==> src/sv/vpl_pkg.sv <==
// ----------------------------------------------------------------------------
// vpl_pkg: shared types and constants for the vertex line projector
// Holds the controller state type, the command and status bundles and the
// fixed constants of the projection arithmetic.
// ----------------------------------------------------------------------------
package vpl_pkg;

    localparam int ROW_BITS     = 64;   // one matrix row register
    localparam int NUM_ROWS     = 4;
    localparam int ACC_BITS     = 40;   // kept width of every product sum
    localparam int HALF_BITS    = ACC_BITS / 2;
    localparam int POS_BITS     = 16;
    localparam int PIX_BITS     = 8;
    localparam int CFG_IDX_W    = 4;
    localparam int STEP_W       = 6;    // 2 stages x 4 rows x 4 columns x 2 halves
    localparam int X_OFFSET     = 64;
    localparam int Y_OFFSET     = 32;
    localparam int PIXEL_LIMIT  = 256;
    localparam logic [ROW_BITS-1:0] IDENT_ONE = 64'd256;

    localparam logic [CFG_IDX_W-1:0] CFG_VIEW_ROW0 = 4'd0;
    localparam logic [CFG_IDX_W-1:0] CFG_PROJ_ROW0 = 4'd4;
    localparam logic [CFG_IDX_W-1:0] CFG_END       = 4'd8;

    localparam logic COORD_X = 1'b0;
    localparam logic COORD_Y = 1'b1;

    typedef enum logic [2:0] {
        ST_IDLE,
        ST_MAC,
        ST_DIV_INIT,
        ST_DIV_RUN,
        ST_DIV_POST,
        ST_PAIR
    } vpl_state_t;

    typedef struct packed {
        logic                load;
        logic                mac_en;
        logic [STEP_W-1:0]   step;
        logic                div_init;
        logic                div_step;
        logic                div_post;
        logic                coord;
        logic                hold_en;
        logic                emit_en;
    } vpl_cmd_t;

    typedef struct packed {
        logic w_zero;
        logic frame_start;
    } vpl_status_t;

endpackage

==> src/sv/vpl_ctrl.sv <==
// ----------------------------------------------------------------------------
// vpl_ctrl: sequencing state machine of the vertex line projector
// Steps the shared multiply-accumulate, runs the divider per coordinate and
// tracks segment pairing and the output register.
// ----------------------------------------------------------------------------
module vpl_ctrl import vpl_pkg::*; #(
    parameter int FRACTION_BITS = 8
) (
    input  logic        aclk,
    input  logic        aresetn,
    input  logic        s_tvalid,
    output logic        s_tready,
    input  logic        m_tready,
    output logic        m_tvalid,
    input  vpl_status_t status,
    output vpl_cmd_t    cmd
);

    localparam int DW = ACC_BITS + FRACTION_BITS;
    localparam int BW = $clog2(DW);
    localparam logic [STEP_W-1:0] STEP_LAST = '1;

    vpl_state_t        state_reg, state_next;
    logic [STEP_W-1:0] step_reg, step_next;
    logic [BW-1:0]     bit_reg, bit_next;
    logic              coord_reg, coord_next;
    logic              phase_reg, phase_next;
    logic              mvalid_reg, mvalid_next;
    logic              out_free;
    logic              pair_open;

    assign out_free  = !mvalid_reg || m_tready;
    // a frame start drops any held segment start
    assign pair_open = phase_reg && !status.frame_start;

    always_comb begin
        state_next = state_reg;
        unique case (state_reg)
            ST_IDLE:     if (s_tvalid) state_next = ST_MAC;
            ST_MAC:      if (step_reg == STEP_LAST) state_next = ST_DIV_INIT;
            ST_DIV_INIT: state_next = status.w_zero ? ST_PAIR : ST_DIV_RUN;
            ST_DIV_RUN:  if (bit_reg == '0) state_next = ST_DIV_POST;
            ST_DIV_POST: state_next = (coord_reg == COORD_Y) ? ST_PAIR : ST_DIV_INIT;
            ST_PAIR:     if (!pair_open || out_free) state_next = ST_IDLE;
            default:     state_next = ST_IDLE;
        endcase
    end

    always_comb begin
        cmd          = '0;
        cmd.step     = step_reg;
        cmd.coord    = coord_reg;
        s_tready     = (state_reg == ST_IDLE);
        cmd.load     = (state_reg == ST_IDLE) && s_tvalid;
        cmd.mac_en   = (state_reg == ST_MAC);
        cmd.div_init = (state_reg == ST_DIV_INIT) && !status.w_zero;
        cmd.div_step = (state_reg == ST_DIV_RUN);
        cmd.div_post = (state_reg == ST_DIV_POST);
        cmd.hold_en  = (state_reg == ST_PAIR) && !pair_open;
        cmd.emit_en  = (state_reg == ST_PAIR) && pair_open && out_free;
    end

    always_comb begin
        step_next   = (state_reg == ST_MAC) ? step_reg + 1'b1 : '0;
        bit_next    = bit_reg;
        if (state_reg == ST_DIV_INIT) begin
            bit_next = BW'(DW - 1);
        end else if (state_reg == ST_DIV_RUN) begin
            bit_next = bit_reg - 1'b1;
        end
        coord_next  = coord_reg;
        if (state_reg == ST_IDLE) begin
            coord_next = COORD_X;
        end else if (state_reg == ST_DIV_POST) begin
            coord_next = COORD_Y;
        end
        phase_next  = phase_reg;
        if (cmd.hold_en) begin
            phase_next = 1'b1;
        end else if (cmd.emit_en) begin
            phase_next = 1'b0;
        end
        mvalid_next = cmd.emit_en ? 1'b1 : (m_tready ? 1'b0 : mvalid_reg);
    end

    always_ff @(posedge aclk) begin
        if (!aresetn) begin
            state_reg  <= ST_IDLE;
            step_reg   <= '0;
            bit_reg    <= '0;
            coord_reg  <= COORD_X;
            phase_reg  <= 1'b0;
            mvalid_reg <= 1'b0;
        end else begin
            state_reg  <= state_next;
            step_reg   <= step_next;
            bit_reg    <= bit_next;
            coord_reg  <= coord_next;
            phase_reg  <= phase_next;
            mvalid_reg <= mvalid_next;
        end
    end

    assign m_tvalid = mvalid_reg;

endmodule

==> src/sv/vpl_datapath.sv <==
// ----------------------------------------------------------------------------
// vpl_datapath: matrix registers, shared multiply-accumulate and divider
// Forms view then projection products one partial product a cycle, divides
// x and y by w one quotient bit a cycle and maps them to screen pixels.
// ----------------------------------------------------------------------------
module vpl_datapath import vpl_pkg::*; #(
    parameter int COEFF_BITS    = 16,
    parameter int FRACTION_BITS = 8
) (
    input  logic                       aclk,
    input  logic                       aresetn,
    input  logic                       cfg_we,
    input  logic [CFG_IDX_W-1:0]       cfg_index,
    input  logic [ROW_BITS-1:0]        cfg_data,
    input  logic signed [POS_BITS-1:0] pos_x,
    input  logic signed [POS_BITS-1:0] pos_y,
    input  logic signed [POS_BITS-1:0] pos_z,
    input  logic                       frame_start,
    input  vpl_cmd_t                   cmd,
    output vpl_status_t                status,
    output logic [PIX_BITS-1:0]        start_x,
    output logic [PIX_BITS-1:0]        start_y,
    output logic [PIX_BITS-1:0]        end_x,
    output logic [PIX_BITS-1:0]        end_y,
    output logic                       clipped,
    output logic                       w_zero
);

    localparam int AW  = ACC_BITS + FRACTION_BITS;
    localparam int DW  = AW;
    localparam int MW  = HALF_BITS + 1;
    localparam int PW  = COEFF_BITS + MW;
    localparam int QW  = DW + 2;
    localparam logic signed [QW-1:0] LOW_LIM  = -(QW'(1) << FRACTION_BITS);
    localparam logic signed [QW-1:0] HIGH_LIM = QW'(PIXEL_LIMIT) << FRACTION_BITS;
    localparam logic signed [QW-1:0] X_OFF    = QW'(X_OFFSET) << FRACTION_BITS;
    localparam logic signed [QW-1:0] Y_OFF    = QW'(Y_OFFSET) << FRACTION_BITS;

    function automatic logic signed [COEFF_BITS-1:0] lane(
        input logic [ROW_BITS-1:0] row,
        input logic [1:0]          j
    );
        logic [ROW_BITS+4*COEFF_BITS-1:0] wide;
        int unsigned                      sh;
        wide = {{(4*COEFF_BITS){1'b0}}, row};
        sh   = 32'(j) * COEFF_BITS;
        if (sh >= ROW_BITS) return '0;
        return wide[sh +: COEFF_BITS];
    endfunction

    logic [ROW_BITS-1:0]        view_reg [NUM_ROWS];
    logic [ROW_BITS-1:0]        proj_reg [NUM_ROWS];
    logic signed [ACC_BITS-1:0] v_reg [NUM_ROWS];
    logic signed [ACC_BITS-1:0] t_reg [NUM_ROWS];
    logic signed [ACC_BITS-1:0] c_reg [NUM_ROWS];
    logic [AW-1:0]              acc_reg;
    logic                       fs_reg;

    logic                       stage, half;
    logic [1:0]                 row_sel, col_sel;
    logic [ROW_BITS-1:0]        row_bits;
    logic signed [COEFF_BITS-1:0] coef;
    logic signed [ACC_BITS-1:0] opnd;
    logic signed [MW-1:0]       mul_b;
    logic signed [PW-1:0]       prod;
    logic [AW-1:0]              prod_ext;
    logic [AW-1:0]              acc_next;

    assign stage   = cmd.step[5];
    assign row_sel = cmd.step[4:3];
    assign col_sel = cmd.step[2:1];
    assign half    = cmd.step[0];

    always_comb begin
        row_bits = stage ? proj_reg[row_sel] : view_reg[row_sel];
        coef     = lane(row_bits, col_sel);
        opnd     = stage ? t_reg[col_sel] : v_reg[col_sel];
        // low half unsigned, high half signed
        mul_b    = half ? MW'(opnd[ACC_BITS-1:HALF_BITS])
                        : $signed({1'b0, opnd[HALF_BITS-1:0]});
        if (half) mul_b = $signed({opnd[ACC_BITS-1], opnd[ACC_BITS-1:HALF_BITS]});
        prod     = coef * mul_b;
        prod_ext = AW'(prod);
        if (half) prod_ext = prod_ext << HALF_BITS;
        acc_next = ((col_sel == 2'd0 && !half) ? '0 : acc_reg) + prod_ext;
    end

    // divider
    logic [DW-1:0]         dvd_reg;
    logic [ACC_BITS-1:0]   rem_reg;
    logic [ACC_BITS-1:0]   dvs_reg;
    logic                  neg_reg;
    logic signed [ACC_BITS-1:0] num_sel, den;
    logic [ACC_BITS:0]     trial;
    logic                  qbit;
    logic signed [QW-1:0]  qsig, pos;
    logic [PIX_BITS-1:0]   pix;
    logic                  clip_now;

    logic [PIX_BITS-1:0]   px_reg, py_reg, held_x_reg, held_y_reg;
    logic                  clip_reg, held_clip_reg, held_wz_reg;

    always_comb begin
        num_sel = (cmd.coord == COORD_Y) ? c_reg[1] : c_reg[0];
        den     = c_reg[3];
        trial   = {rem_reg, dvd_reg[DW-1]};
        qbit    = (trial >= {1'b0, dvs_reg});
        qsig    = neg_reg ? -$signed({2'b0, dvd_reg}) : $signed({2'b0, dvd_reg});
        pos     = qsig + ((cmd.coord == COORD_Y) ? Y_OFF : X_OFF);
        clip_now = 1'b0;
        if (pos <= LOW_LIM) begin
            pix      = '0;
            clip_now = 1'b1;
        end else if (pos >= HIGH_LIM) begin
            pix      = '1;
            clip_now = 1'b1;
        end else if (pos < 0) begin
            pix = '0;
        end else begin
            pix = pos[FRACTION_BITS +: PIX_BITS];
        end
    end

    always_ff @(posedge aclk) begin
        if (!aresetn) begin
            for (int i = 0; i < NUM_ROWS; i++) begin
                view_reg[i] <= IDENT_ONE << (16 * i);
                proj_reg[i] <= IDENT_ONE << (16 * i);
            end
            held_x_reg    <= '0;
            held_y_reg    <= '0;
            held_clip_reg <= 1'b0;
            held_wz_reg   <= 1'b0;
        end else begin
            if (cfg_we) begin
                if (cfg_index < CFG_PROJ_ROW0) begin
                    view_reg[cfg_index[1:0]] <= cfg_data;
                end else if (cfg_index < CFG_END) begin
                    proj_reg[cfg_index[1:0]] <= cfg_data;
                end
            end
            if (cmd.hold_en) begin
                held_x_reg    <= px_reg;
                held_y_reg    <= py_reg;
                held_clip_reg <= clip_reg;
                held_wz_reg   <= status.w_zero;
            end
        end
    end

    always_ff @(posedge aclk) begin
        if (cmd.load) begin
            v_reg[0] <= ACC_BITS'(pos_x);
            v_reg[1] <= ACC_BITS'(pos_y);
            v_reg[2] <= ACC_BITS'(pos_z);
            v_reg[3] <= ACC_BITS'(1) << FRACTION_BITS;
            fs_reg   <= frame_start;
            px_reg   <= '0;
            py_reg   <= '0;
            clip_reg <= 1'b0;
        end
        if (cmd.mac_en) begin
            acc_reg <= acc_next;
            if (col_sel == 2'd3 && half) begin
                if (stage) c_reg[row_sel] <= acc_next[FRACTION_BITS +: ACC_BITS];
                else       t_reg[row_sel] <= acc_next[FRACTION_BITS +: ACC_BITS];
            end
        end
        if (cmd.div_init) begin
            neg_reg <= num_sel[ACC_BITS-1] ^ den[ACC_BITS-1];
            dvd_reg <= {(num_sel[ACC_BITS-1] ? -num_sel : num_sel),
                        {FRACTION_BITS{1'b0}}};
            dvs_reg <= den[ACC_BITS-1] ? -den : den;
            rem_reg <= '0;
        end
        if (cmd.div_step) begin
            rem_reg <= qbit ? ACC_BITS'(trial - {1'b0, dvs_reg}) : trial[ACC_BITS-1:0];
            dvd_reg <= {dvd_reg[DW-2:0], qbit};
        end
        if (cmd.div_post) begin
            if (cmd.coord == COORD_Y) py_reg <= pix;
            else                      px_reg <= pix;
            clip_reg <= clip_reg | clip_now;
        end
        if (cmd.emit_en) begin
            start_x <= held_x_reg;
            start_y <= held_y_reg;
            end_x   <= px_reg;
            end_y   <= py_reg;
            clipped <= held_clip_reg | clip_reg;
            w_zero  <= held_wz_reg | status.w_zero;
        end
    end

    assign status.w_zero      = (c_reg[3] == '0);
    assign status.frame_start = fs_reg;

endmodule

==> src/sv/vertex_project_line_pairs_unit.sv <==
// ----------------------------------------------------------------------------
// vertex_project_line_pairs_unit: projects vertices and pairs them into lines
// Top level joining the sequencing controller and the arithmetic datapath.
// ----------------------------------------------------------------------------
// Usage:
//   s_ channel: one vertex per transaction; s_tdata carries x, y, z in signed
//   Q8.8, s_tuser flags a frame start (the vertex opens a new segment).
//   m_ channel: one line segment per transaction on every second vertex.
//   cfg channel: writes a view row (index 0..3) or projection row (4..7);
//   other indexes are ignored. Write only while the block is idle.
// Occupancy:
//   one vertex occupies the block through the multiply-accumulate steps, a
//   divide over DW = 40 + FRACTION_BITS quotient bits for each of x and y
//   and the pairing step; a vertex with zero w skips the divider. The single
//   shared multiplier (two partial products per matrix term, 32 terms) and
//   one-bit-per-cycle divider set this; s_tready is high only idle.
// Reset: matrices return to identity, pairing expects a segment start and
//   the output register empties.
// Stall: a finished segment waits in the output register; the next vertex is
//   still taken and computed, and the block holds only when it has a second
//   segment to deliver before the first is taken.
// ----------------------------------------------------------------------------
module vertex_project_line_pairs_unit import vpl_pkg::*; #(
    parameter int COEFF_BITS    = 16,
    parameter int FRACTION_BITS = 8
) (
    input  logic                 aclk,
    input  logic                 aresetn,
    input  logic                 s_tvalid,
    output logic                 s_tready,
    input  logic [47:0]          s_tdata,   // pos_x, pos_y, pos_z
    input  logic                 s_tuser,   // frame_start
    output logic                 m_tvalid,
    input  logic                 m_tready,
    output logic [31:0]          m_tdata,   // start_x, start_y, end_x, end_y
    output logic [1:0]           m_tuser,   // clipped, w_zero
    input  logic                 cfg_valid,
    output logic                 cfg_ready,
    input  logic [CFG_IDX_W-1:0] cfg_index,
    input  logic [ROW_BITS-1:0]  cfg_data
);

    vpl_cmd_t    cmd;
    vpl_status_t status;

    // configuration is always taken
    assign cfg_ready = 1'b1;

    vpl_ctrl #(
        .FRACTION_BITS(FRACTION_BITS)
    ) u_ctrl (
        .aclk     (aclk),
        .aresetn  (aresetn),
        .s_tvalid (s_tvalid),
        .s_tready (s_tready),
        .m_tready (m_tready),
        .m_tvalid (m_tvalid),
        .status   (status),
        .cmd      (cmd)
    );

    vpl_datapath #(
        .COEFF_BITS   (COEFF_BITS),
        .FRACTION_BITS(FRACTION_BITS)
    ) u_datapath (
        .aclk        (aclk),
        .aresetn     (aresetn),
        .cfg_we      (cfg_valid),
        .cfg_index   (cfg_index),
        .cfg_data    (cfg_data),
        .pos_x       (s_tdata[15:0]),
        .pos_y       (s_tdata[31:16]),
        .pos_z       (s_tdata[47:32]),
        .frame_start (s_tuser),
        .cmd         (cmd),
        .status      (status),
        .start_x     (m_tdata[7:0]),
        .start_y     (m_tdata[15:8]),
        .end_x       (m_tdata[23:16]),
        .end_y       (m_tdata[31:24]),
        .clipped     (m_tuser[0]),
        .w_zero      (m_tuser[1])
    );

endmodule

==> config.mk <==
export PLATFORM = sky130hd
export DESIGN_NAME = vertex_project_line_pairs_unit
export DESIGN_NICKNAME = d
export VERILOG_FILES = /design/src/sv/vpl_pkg.sv /design/src/sv/vpl_ctrl.sv /design/src/sv/vpl_datapath.sv /design/src/sv/vertex_project_line_pairs_unit.sv
export SDC_FILE = /design/constraint.sdc
export NUM_CORES = 2
export LEC_CHECK = 0
export BUFFER_PORTS_ARGS = -buffer_cell sky130_fd_sc_hd__clkbuf_2
export CAP_MARGIN = 20
export CORE_MARGIN = 1.5
export CORE_UTILIZATION = 65
export DETAILED_ROUTE_END_ITERATION = 7
export PLACE_DENSITY = 0.82
export SLEW_MARGIN = 5
export SYNTH_ARGS = -nofsm -noshare
export SYNTH_HDL_FRONTEND = slang
export SYNTH_SLANG_ARGS = --single-unit
==> constraint.sdc <==
create_clock -name aclk -period 30 [get_ports aclk]
set_clock_uncertainty 0.15 [all_clocks]
set_input_delay 3 -clock aclk [delete_from_list [all_inputs] [get_ports aclk]]
set_output_delay 3 -clock aclk [all_outputs]
set_load 0.03 [all_outputs]
==> PnR_summary.wiki <==
{| class="wikitable"
! Metric !! Value
|-
| Share of Yosys cell area claimed by the top area cell type || 47.7%
|-
| Total global-route track usage || 33.3%
|-
| FP Rows || 116
|-
| Req. time, crit path || 30.24 ns
|-
| CTS tree || yes
|-
| Distinct cell type count after synthesis || 86
|-
| Maximum cell stage delay along the critical path || 0.96 ns
|-
| Initial core utilization || 65.9%
|-
| Number of buffers inserted by port buffering || 157
|-
| Drt first pass iters || 8
|-
| Area grow syn2layout || 8.96%
|-
| Slew of the pin with the lowest slew margin || 1.39 ns
|-
| Critical-path top delay cell || sky130_fd_sc_hd__dfxtp_4
|-
| Per-cell via count in the routed design || 6.34
|-
| Number of synthesized flops with an enable pin || 1053
|-
| Placed wire-length estimate after detailed placement || 113 mm
|-
| Post-layout util || 71.8%
|-
| Critical path start-end classification || reg2reg
|-
| Congestion Overflow GR || 0
|-
| Number of instances resized during post-cts repair || 0
|-
| Mean area per synthesized cell || 12.2 sq um
|-
| Yosys synthesis warning count || 0
|-
| Register clock-pin slew on the reported worst setup and hold paths || 0.06 ns
|-
| Largest net degree at the start of global routing || 92
|-
| Setup repair after global routing missed its margin || false
|-
| FFs w/ async S/R, synth || 0%
|-
| Count of nets after finishing || 6149
|-
| Proportion of synthesized chip area in sequential cells || 49.3%
|-
| Bufs on Longest Clock Path || 3
|-
| Final period utilization || 45.3%
|-
| Die Footprint || 104000 sq um
|-
| First-pass GRT wire length || 260 mm
|-
| Worst min-delay path class || reg2reg
|-
| Wire length per cell || 24.6 microns
|-
| Mapped Cells || 5416
|-
| Critical path capture point type || flop
|-
| Cell types with the largest area share after synthesis || sky130_fd_sc_hd__edfxtp_1 48%, sky130_fd_sc_hd__fa_1 10%, sky130_fd_sc_hd__mux4_2 6.8%
|-
| Die W || 322 microns
|-
| Root Buffer || sky130_fd_sc_hd__clkbuf_16
|-
| Result of the run || complete, no violations
|-
| Layout cell share with drive strength beyond 1 || 12.9%
|-
| Num ports || 159
|-
| Via count of the first global-routing pass || 44600
|-
| Final Hold Fails || 0
|-
| Sum of negative setup slack || 0 ns
|-
| Filler Cell Count || 6477
|-
| Relative slew margins || 7.60%
|-
| Skew-Pair Late Insertion Delay || 0.71 ns
|-
| Seq cells post-synth || 1105
|-
| Initial antenna violation count || 15
|-
| Total number of clock tree sinks || 1105
|-
| Number of nets produced by synthesis || 6059
|-
| Core area || 101000 sq um
|-
| Final count of negative-setup-slack endpoints || 0
|-
| Post-route ant nets || 0
|-
| Number of maximum-capacitance violations || 0
|-
| Most repeated library cell on the critical path || sky130_fd_sc_hd__fa_1
|-
| TritonCTS buffer count || 108
|-
| Fmax || 0.0736 GHz
|-
| Period minus WS final || 13.59 ns
|-
| Startpoint type of the worst setup path || flop
|-
| Arrival time worst endpoint || 13.83 ns
|-
| Number of post-CTS setup repair buffers || 0
|-
| Synthesized area || 66300 sq um
|-
| Worst-path fanout max || 91
|-
| Via count || 44200
|-
| Number of pins with negative max-slew slack in the final report || 0
|-
| Final Wtd Congestion || 0.977
|-
| DRC || 0
|-
| Drt first-iter violations || 5124
|-
| Cell type contributing the most total cell area after synthesis || sky130_fd_sc_hd__edfxtp_1
|-
| Count of hold-fix buffers inserted at cts || 0
|-
| Most instantiated flip-flop cell in the synthesis netlist || sky130_fd_sc_hd__edfxtp_1
|-
| Chip height || 322 microns
|-
| # H-tree levels || 3
|-
| Total length of routed wires || 172 mm
|}
## cell usage after synthesis, types with 8 or more instances
cell,number
sky130_fd_sc_hd__nand2b_1,73
sky130_fd_sc_hd__nor3_1,60
sky130_fd_sc_hd__a221oi_1,20
sky130_fd_sc_hd__nor2_1,318
sky130_fd_sc_hd__a21oi_1,143
sky130_fd_sc_hd__and2_1,570
sky130_fd_sc_hd__fa_1,335
sky130_fd_sc_hd__nand3b_1,8
sky130_fd_sc_hd__o21ai_0,176
sky130_fd_sc_hd__inv_1,482
sky130_fd_sc_hd__o22ai_1,12
sky130_fd_sc_hd__mux2_2,13
sky130_fd_sc_hd__nor4_1,23
sky130_fd_sc_hd__o41ai_1,17
sky130_fd_sc_hd__nor3b_1,12
sky130_fd_sc_hd__o211ai_1,12
sky130_fd_sc_hd__a31oi_1,30
sky130_fd_sc_hd__nand3_1,56
sky130_fd_sc_hd__or3_1,32
sky130_fd_sc_hd__a21boi_0,30
sky130_fd_sc_hd__nand4_1,36
sky130_fd_sc_hd__buf_1,34
sky130_fd_sc_hd__clkbuf_1,225
sky130_fd_sc_hd__edfxtp_1,1053
sky130_fd_sc_hd__mux4_2,200
sky130_fd_sc_hd__mux2i_1,103
sky130_fd_sc_hd__and4_1,8
sky130_fd_sc_hd__or2_2,33
sky130_fd_sc_hd__nand2_1,419
sky130_fd_sc_hd__dfxtp_1,52
sky130_fd_sc_hd__nor2b_1,61
sky130_fd_sc_hd__o21bai_1,23
sky130_fd_sc_hd__xor2_1,91
sky130_fd_sc_hd__a21o_1,76
sky130_fd_sc_hd__ha_1,186
sky130_fd_sc_hd__xnor2_1,170
sky130_fd_sc_hd__a221o_1,13
sky130_fd_sc_hd__o31ai_1,25
sky130_fd_sc_hd__or4_1,15
sky130_fd_sc_hd__o21a_1,15
sky130_fd_sc_hd__a211oi_1,17
sky130_fd_sc_hd__and3_1,40
## cells by family after synthesis
kind of cell,synth area share [%]
simple gates,14.1
flops,49.3
buf+inv,4.27
compound gates,6.62
fa+ha+maj,13.6
mux,8.58
xor+xnor,3.45
other cells,0.00566
## critical path, delay by kind of cell, from the launching register on
| kind | cells | cell delay (ns) |
|---|---|---|
| adder cells (fa/ha/maj) | 8 | 3.73 |
| AO/OA/AOI/OAI | 13 | 3.86 |
| AND/OR/NAND/NOR | 4 | 0.59 |
| buffers and inverters | 5 | 0.86 |
| multiplexers | 3 | 2.03 |
| XOR/XNOR | 2 | 1.01 |
| flip-flops | 1 | 0.96 |
## final cells by class
type	instances	area [sq um]	area share (%)
Sequential cell	1105	32700	45.3
Multi-Input combinational cell	3561	31000	42.9
Clock buffer	135	2880	3.98
Inverter	484	1820	2.52
Tap cell	1357	1700	2.35
Timing Repair Buffer	246	1460	2.02
Clock inverter	68	638	0.884
Antenna cell	12	30.0	0.0416
## stage by stage
step | area [sq um] | instances | setup WS (ns) | hold slack, ns
6_report | 72200 | 6968 | 16.41 | 0.284
5_1_grt | 72200 | 6962 | 15.61 | 0.293
4_1_cts | 72100 | 6952 | 16.56 | 0.283
3_5_place_dp | 68600 | 6749 | 16.57 | 0.265
3_3_place_gp | 68600 | 6744 | 16.70 | 0.262
2_1_floorplan | 66300 | 5416 | 18.73 | 0.258
## layer usage
layer | global-route usage, % | up-vias | wire length [microns]
met1 | 43.2 | 21800 | 63500
met3 | 6.96 | 433 | 18000
met4 | 14.1 | 10 | 7090
met2 | 54.9 | 2616 | 82900
li1 | - | 19300 | -
met5 | 0 | - | 69
## cells in the final DEF, fill, tap and decap left out, types with 76 or more instances in the layout
master and n:
sky130_fd_sc_hd__ha_1 186, sky130_fd_sc_hd__clkbuf_16 109, sky130_fd_sc_hd__nor2_1 311, sky130_fd_sc_hd__edfxtp_1 1053
sky130_fd_sc_hd__and2_1 568, sky130_fd_sc_hd__o21ai_0 174, sky130_fd_sc_hd__xor2_1 91, sky130_fd_sc_hd__buf_4 86
sky130_fd_sc_hd__mux4_2 200, sky130_fd_sc_hd__xnor2_1 169, sky130_fd_sc_hd__clkbuf_2 157, sky130_fd_sc_hd__nand2_1 418
sky130_fd_sc_hd__inv_1 481, sky130_fd_sc_hd__mux2i_1 96, sky130_fd_sc_hd__a21oi_1 143, sky130_fd_sc_hd__a21o_1 76
sky130_fd_sc_hd__fa_1 335
## worst paths after layout
check | cells past startpoint | slack [ns] | start | to
worst min register to register | 0 | 0.28 | u_datapath.held_y_reg[4] | u_datapath.start_y[4]
worst max-delay path | 35 | 16.41 | u_ctrl.step_reg[3] | u_datapath.c_reg[1][34]
worst max register to register | 35 | 16.41 | u_ctrl.step_reg[3] | u_datapath.c_reg[1][34]
worst min-delay path | 0 | 0.28 | u_datapath.held_y_reg[4] | u_datapath.start_y[4]
Power is not shown: default switching activity piles up to over one toggle a cycle in this logic, so the estimate is an artifact.
